**src/hw/rtl/assert_macros.svh**
```systemverilog
// Assertion macros used by the top-level RTL file.
`ifndef ASSERT_MACROS_SVH
`define ASSERT_MACROS_SVH

`ifndef SYNTHESIS
// Clocked check, off while reset is asserted.
`define FCW_ASSERT(lbl, clk, rst_n, prop, msg) \
  lbl: assert property (@(posedge clk) disable iff (!rst_n) prop) else $error(msg);
// Clocked check that also holds during reset.
`define FCW_ASSERT_ALWAYS(lbl, clk, prop, msg) \
  lbl: assert property (@(posedge clk) prop) else $error(msg);
`else
`define FCW_ASSERT(lbl, clk, rst_n, prop, msg)
`define FCW_ASSERT_ALWAYS(lbl, clk, prop, msg)
`endif

`endif

```
**src/hw/rtl/fcw_pkg.sv**
```systemverilog
// Shared constants, types and helpers of the FAT cluster chain walker.
`default_nettype none
package fcw_pkg;

  localparam int TABLE_BYTES = 65536;
  localparam int CLU_W       = 16;
  localparam int OFF_W       = CLU_W + 1;
  localparam int CMP_W       = 18;
  localparam int BANK_DEPTH  = (TABLE_BYTES + 1) / 2;
  localparam int BANK_W      = $clog2(BANK_DEPTH);

  localparam logic [CMP_W-1:0] TABLE_BYTES_C = CMP_W'(TABLE_BYTES);
  localparam logic [CLU_W-1:0] END16         = 16'hFFF8;
  localparam logic [11:0]      END12         = 12'hFF8;
  localparam logic [11:0]      MASK12        = 12'hFFF;

  typedef enum logic [1:0] {
    ACT_LOAD    = 2'd0,
    ACT_START   = 2'd1,
    ACT_ADVANCE = 2'd2,
    ACT_NONE    = 2'd3
  } fcw_action_t;

  // Advance transaction in flight between read issue and decode.
  typedef struct packed {
    logic fat16;      // mode sampled at accept
    logic odd_n;      // cluster number odd
    logic swap;       // entry offset odd: low byte sits in the odd bank
    logic oor;        // entry lies beyond the store
  } fcw_rd_t;

  typedef struct packed {
    logic [CLU_W-1:0] cluster;
    logic             chain_end;
    logic             oor;
  } fcw_res_t;

  function automatic logic is_end_marker(input logic [CLU_W-1:0] c, input logic fat16);
    logic r;
    if (fat16) r = (c >= END16);
    else       r = ((c[11:0] & MASK12) >= END12);
    return r;
  endfunction

endpackage
`default_nettype wire

```
**src/hw/rtl/fcw_entry_decode.sv**
```systemverilog
// Turns the two bytes read from the banks into the next cluster and its flags.
`default_nettype none
module fcw_entry_decode (
  input  wire fcw_pkg::fcw_rd_t rd_info,
  input  wire logic [7:0]       even_byte,
  input  wire logic [7:0]       odd_byte,
  output fcw_pkg::fcw_res_t     res
);
  import fcw_pkg::*;

  logic [CLU_W-1:0] word;
  logic [CLU_W-1:0] next;

  always_comb begin
    word = rd_info.swap ? {even_byte, odd_byte} : {odd_byte, even_byte};
    if (rd_info.fat16)      next = word;
    else if (rd_info.odd_n) next = {4'd0, word[CLU_W-1:4]};
    else                    next = {4'd0, word[11:0] & MASK12};

    if (rd_info.oor) begin
      res.cluster   = '0;
      res.chain_end = 1'b1;
      res.oor       = 1'b1;
    end else begin
      res.cluster   = next;
      res.chain_end = is_end_marker(next, rd_info.fat16);
      res.oor       = 1'b0;
    end
  end

endmodule
`default_nettype wire

```
**config.mk**
```make
export PLATFORM = sky130hd
export DESIGN_NAME = fcw_entry_decode
export DESIGN_NICKNAME = d
export VERILOG_FILES = /design/src/hw/rtl/assert_macros.svh /design/src/hw/rtl/fcw_pkg.sv /design/src/hw/rtl/fcw_entry_decode.sv
export SDC_FILE = /design/constraint.sdc
export NUM_CORES = 1
export LEC_CHECK = 0
export ABC_AREA = 0
export ABC_CLOCK_PERIOD_IN_PS = 3000
export BUFFER_PORTS_ARGS = -buffer_cell sky130_fd_sc_hd__buf_4
export CORE_MARGIN = 1
export CORE_UTILIZATION = 47
export DETAILED_ROUTE_END_ITERATION = 8
export GPL_ROUTABILITY_DRIVEN = 0
export PLACE_DENSITY = 0.92
export SETUP_SLACK_MARGIN = 0.3
export SLEW_MARGIN = 25
export SYNTH_ARGS = -nofsm -noshare
export SYNTH_HDL_FRONTEND = slang
export SYNTH_SLANG_ARGS = --single-unit
```
**constraint.sdc**
```tcl
create_clock -name vclk -period 3
set_input_delay 0.9 -clock vclk [all_inputs]
set_output_delay 0.9 -clock vclk [all_outputs]
set_load 0.1 [all_outputs]
```
==> results.json, run 1 <==
{
  "first-error": "[ERROR DPL-0038] Utilization greater than 100%, impossible to legalize",
  "muxShareOfSynthArea_pct": 41.7,
  "synthAdderAreaFrac_pct": 0,
  "start_util_pct": 53.9,
  "synth_compound_area_share_pct": 16.6,
  "hold_buffers": 0,
  "rows": 12,
  "postSynthNetCount": 90,
  "syn_area_per_cell_um2": 9.13,
  "cts_setup_buffers": 5,
  "seq_area_frac_synth_pct": 0,
  "cts_resized": 54,
  "synthSimpleGateAreaFrac_pct": 30.9,
  "status": "stopped before the end",
  "dp_hpwl_mm": 1.88,
  "port_buffers": 38,
  "ios": 38,
  "synth_top_family_by_area": "multiplexers",
  "ys_warn_count": 0,
  "stop_stage": "clock tree synthesis (4_1_cts)",
  "synth_xor_area_share_pct": 0,
  "syn_inst": 70,
  "fp.dieW_um": 38.9,
  "preCtsSetupSlack_ns": -0.163,
  "synth_cell_type_count": 25,
  "synth_area_um2": 639,
  "die_y_um": 38.9
}
## cell usage after synthesis, drive strengths merged
cell	n	area, um2
a211oi	5	37.5
a21oi	5	25.0
a222oi	1	10.0
a32oi	1	8.76
and2	8	50.1
buf	6	65.1
inv	1	3.75
mux2	1	11.3
mux2i	6	60.1
mux4	8	195
nand2	6	22.5
nand2b	2	12.5
nand3	3	20.0
nand3b	3	35.0
nand4b	1	8.76
nor2	9	33.8
nor2b	2	15.0
o211ai	1	12.5
o31ai	1	12.5
## kinds of logic after synthesis
family          after synthesis
compound gates               14
simple gates                 34
buf+inv                       7
mux                          15
## per-stage QoR
stage	TNS (ns)	hold WS, ns	cell area (um2)	util [%]	std cells
2_1_floorplan	-0.703	1.90	781	-	70
3_3_place_gp	-0.361	2.20	1080	90.8	127
3_5_place_dp	-0.757	2.21	1080	90.8	127
==> run 2: changes to the inputs <==
Settings changed: CORE_AREA set to 2 2 63 65, CORE_MARGIN 1 to not set, CORE_UTILIZATION 47 to not set, DIE_AREA set to 0 0 65 67, PLACE_DENSITY 0.92 to not set, PLACE_DENSITY_LB_ADDON set to 0.15, SETUP_SLACK_MARGIN 0.3 to not set.
==> run 2 against run 1 <==
Effect of this change: the flow now finishes, with violations (setup timing); synthesized area unchanged; synthesized cell count unchanged.
==> results.json, run 2 <==
{
  "finalMaxSlewViolations": 0,
  "layout_commonest_cell": "buf_4",
  "ys_warn_count": 0,
  "ios": 38,
  "maxCapViolCount": 0,
  "dp_cells": 166,
  "vdd_ir_drop_max_mv": 0.0833,
  "coreArea_mm2": 0.00361,
  "fp.dieW_um": 65,
  "drt-initial-drc-count": 41,
  "grt_max_degree": 15,
  "path_cells": "buf_8 -> nor2b_4 -> mux4_2 -> o211ai_2 -> o31ai_4 -> buf_12",
  "synth_commonest_cells": "nor2_1, and2_1, mux2i_1, nand2_1",
  "postSynthNetCount": 90,
  "relSlewSlack_pct": 74.0,
  "worstPathRequired_ns": 2.10,
  "yosys.area.top_type": "mux4_1",
  "fmax_mhz": 326,
  "hold_end": "res[8]",
  "port_buffers": 38,
  "rsz0062_at_grt": "true",
  "seq_area_um2": 0,
  "min_delay_path_depth": 3,
  "fin_hold_ws_ns": 2.20,
  "busiest_layer": "met2",
  "tightest_slew_ns": 0.389,
  "area_delta_synth_final_pct": 99.2,
  "met3_usage_pct": 0.169,
  "antenna_cells": 0,
  "num_vias": 785,
  "critical-path-max-stage-delay_ns": 0.57,
  "status": "finished with violations",
  "syn_area_per_cell_um2": 9.13,
  "antenna_found_initial": 0,
  "preCtsSetupSlack_ns": -0.170,
  "met2_usage_pct": 19.3,
  "hold_viol_final": 0,
  "grt_util_met1_pct": 13.1,
  "grt_pass1_wl_mm": 3.59,
  "rows": 22,
  "hold_path.startpoint": "rd_info[0]",
  "path_max_fanout": 7,
  "fin_crit_ns": 3.07,
  "seq_area_frac_synth_pct": 0,
  "nets": 143,
  "firstDrtPassIters": 4,
  "vias_per_cell": 4.64,
  "die_area_mm2": 0.00436,
  "finalNonFillerCells": 169,
  "ant_nets": 0,
  "start_util_pct": 17.7,
  "synth_area_um2": 639,
  "drive_above_1_share_pct": 69.4,
  "numSequentialCells": 0,
  "finalSetupViolations": 5,
  "synth_cell_type_count": 25,
  "leakagePower_nw": 0.549,
  "synth_top_cells_by_area": "mux4_1, mux4_2, mux2i_1",
  "clkbuf_count": 0,
  "powerDensity_mw_per_mm2": 244,
  "grtUsageTotal_pct": 10.0,
  "tns_ns": -0.159,
  "yosysMostFrequentCell": "nor2_1",
  "start_kind": "input port",
  "setup_ws_ns": -0.0702,
  "violations": "setup timing",
  "wirelength_mm": 2.27,
  "syn_inst": 70,
  "wire_per_inst_um": 13.4,
  "grt_pass1_vias": 748,
  "setup.worst_path.class": "input port to output port",
  "dp_hpwl_mm": 1.84,
  "power_uw": 311,
  "die_y_um": 67,
  "slowest_stage": "mux4_2",
  "hold_class": "input port to output port",
  "finalCritPeriodShare_pct": 102,
  "post-route-drc-count": 0,
  "hold_buffers": 0,
  "cp_data_arrival_time_ns": 2.17,
  "overflow": 0,
  "endpoint_kind": "output port",
  "synth_top_area_share_pct": 16.4,
  "final_cell_mix": "buf_4, buf_6, nand2_1, mux2i_1, nor2_4"
}
==> run 2: cell counts after synthesis <==
Identical to the previous run, type by type.
==> run 2: how the worst max path moves through the flow <==
| stage | startpoint | slack, ns | end |
|---|---|---|---|
| final | rd_info[3] | -0.07 | res[1] |
| after global routing | rd_info[3] | -0.13 | res[1] |
| after CTS | rd_info[3] | -0.08 | res[1] |
| after detailed placement | rd_info[3] | -0.17 | res[6] |
| after global placement | rd_info[1] | -0.16 | res[1] |
| after floorplan | rd_info[2] | -0.38 | res[1] |
==> run 2: logic make-up (layout without fill, tap and decap cells) <==
kind of cell	Yosys count	count (layout)	share of synthesized area (%)
AO/OA/AOI/OAI	14	14	16.6
buffers and inverters	7	58	10.8
multiplexers	15	15	41.7
AND/OR/NAND/NOR	34	34	30.9
==> run 2: cell type report <==
class	count	area [um2]
inverter	1	3.75
multi-input combinational	63	684
tap	48	60.1
timing repair buffer	57	526
fill	389	2330
==> run 2: stage by stage <==
stage               utilization [%]  instance area, um2
floorplan                         -                 746
global placement               31.6                1140
detailed placement             31.6                1140
CTS                            33.7                1210
global route                   35.3                1270
finish                         35.3                1270
==> run 2: power breakdown <==
part           leakage (nW)  switching, mW  internal [mW]
registers                 0              0              0
clock network             0              0              0
logic                 0.549          0.196          0.115
==> run 2: layer usage <==
metal  share of wire, %  vias up  routed length, um
met2                 55       17               1240
met5                  0        -                  0
li1                   -      376                  -
met4                  0        0                  0
met3                4.1        0                 93
met1                 41      392                935
==> run 2: repair_timing <==
item                       in CTS  in global routing
pin swaps                       5                  2
setup endpoints to repair      12                 12
buffers inserted                0                  3
resized for setup              20                 10
==> run 2: critical path, delay by kind of cell <==
kind | cells | cell delay (ns)
simple gates | 1 | 0.21
mux | 1 | 0.57
buf+inv | 2 | 0.28
compound gates | 2 | 0.21
No activity file was read; power rests on OpenSTA's default activity.
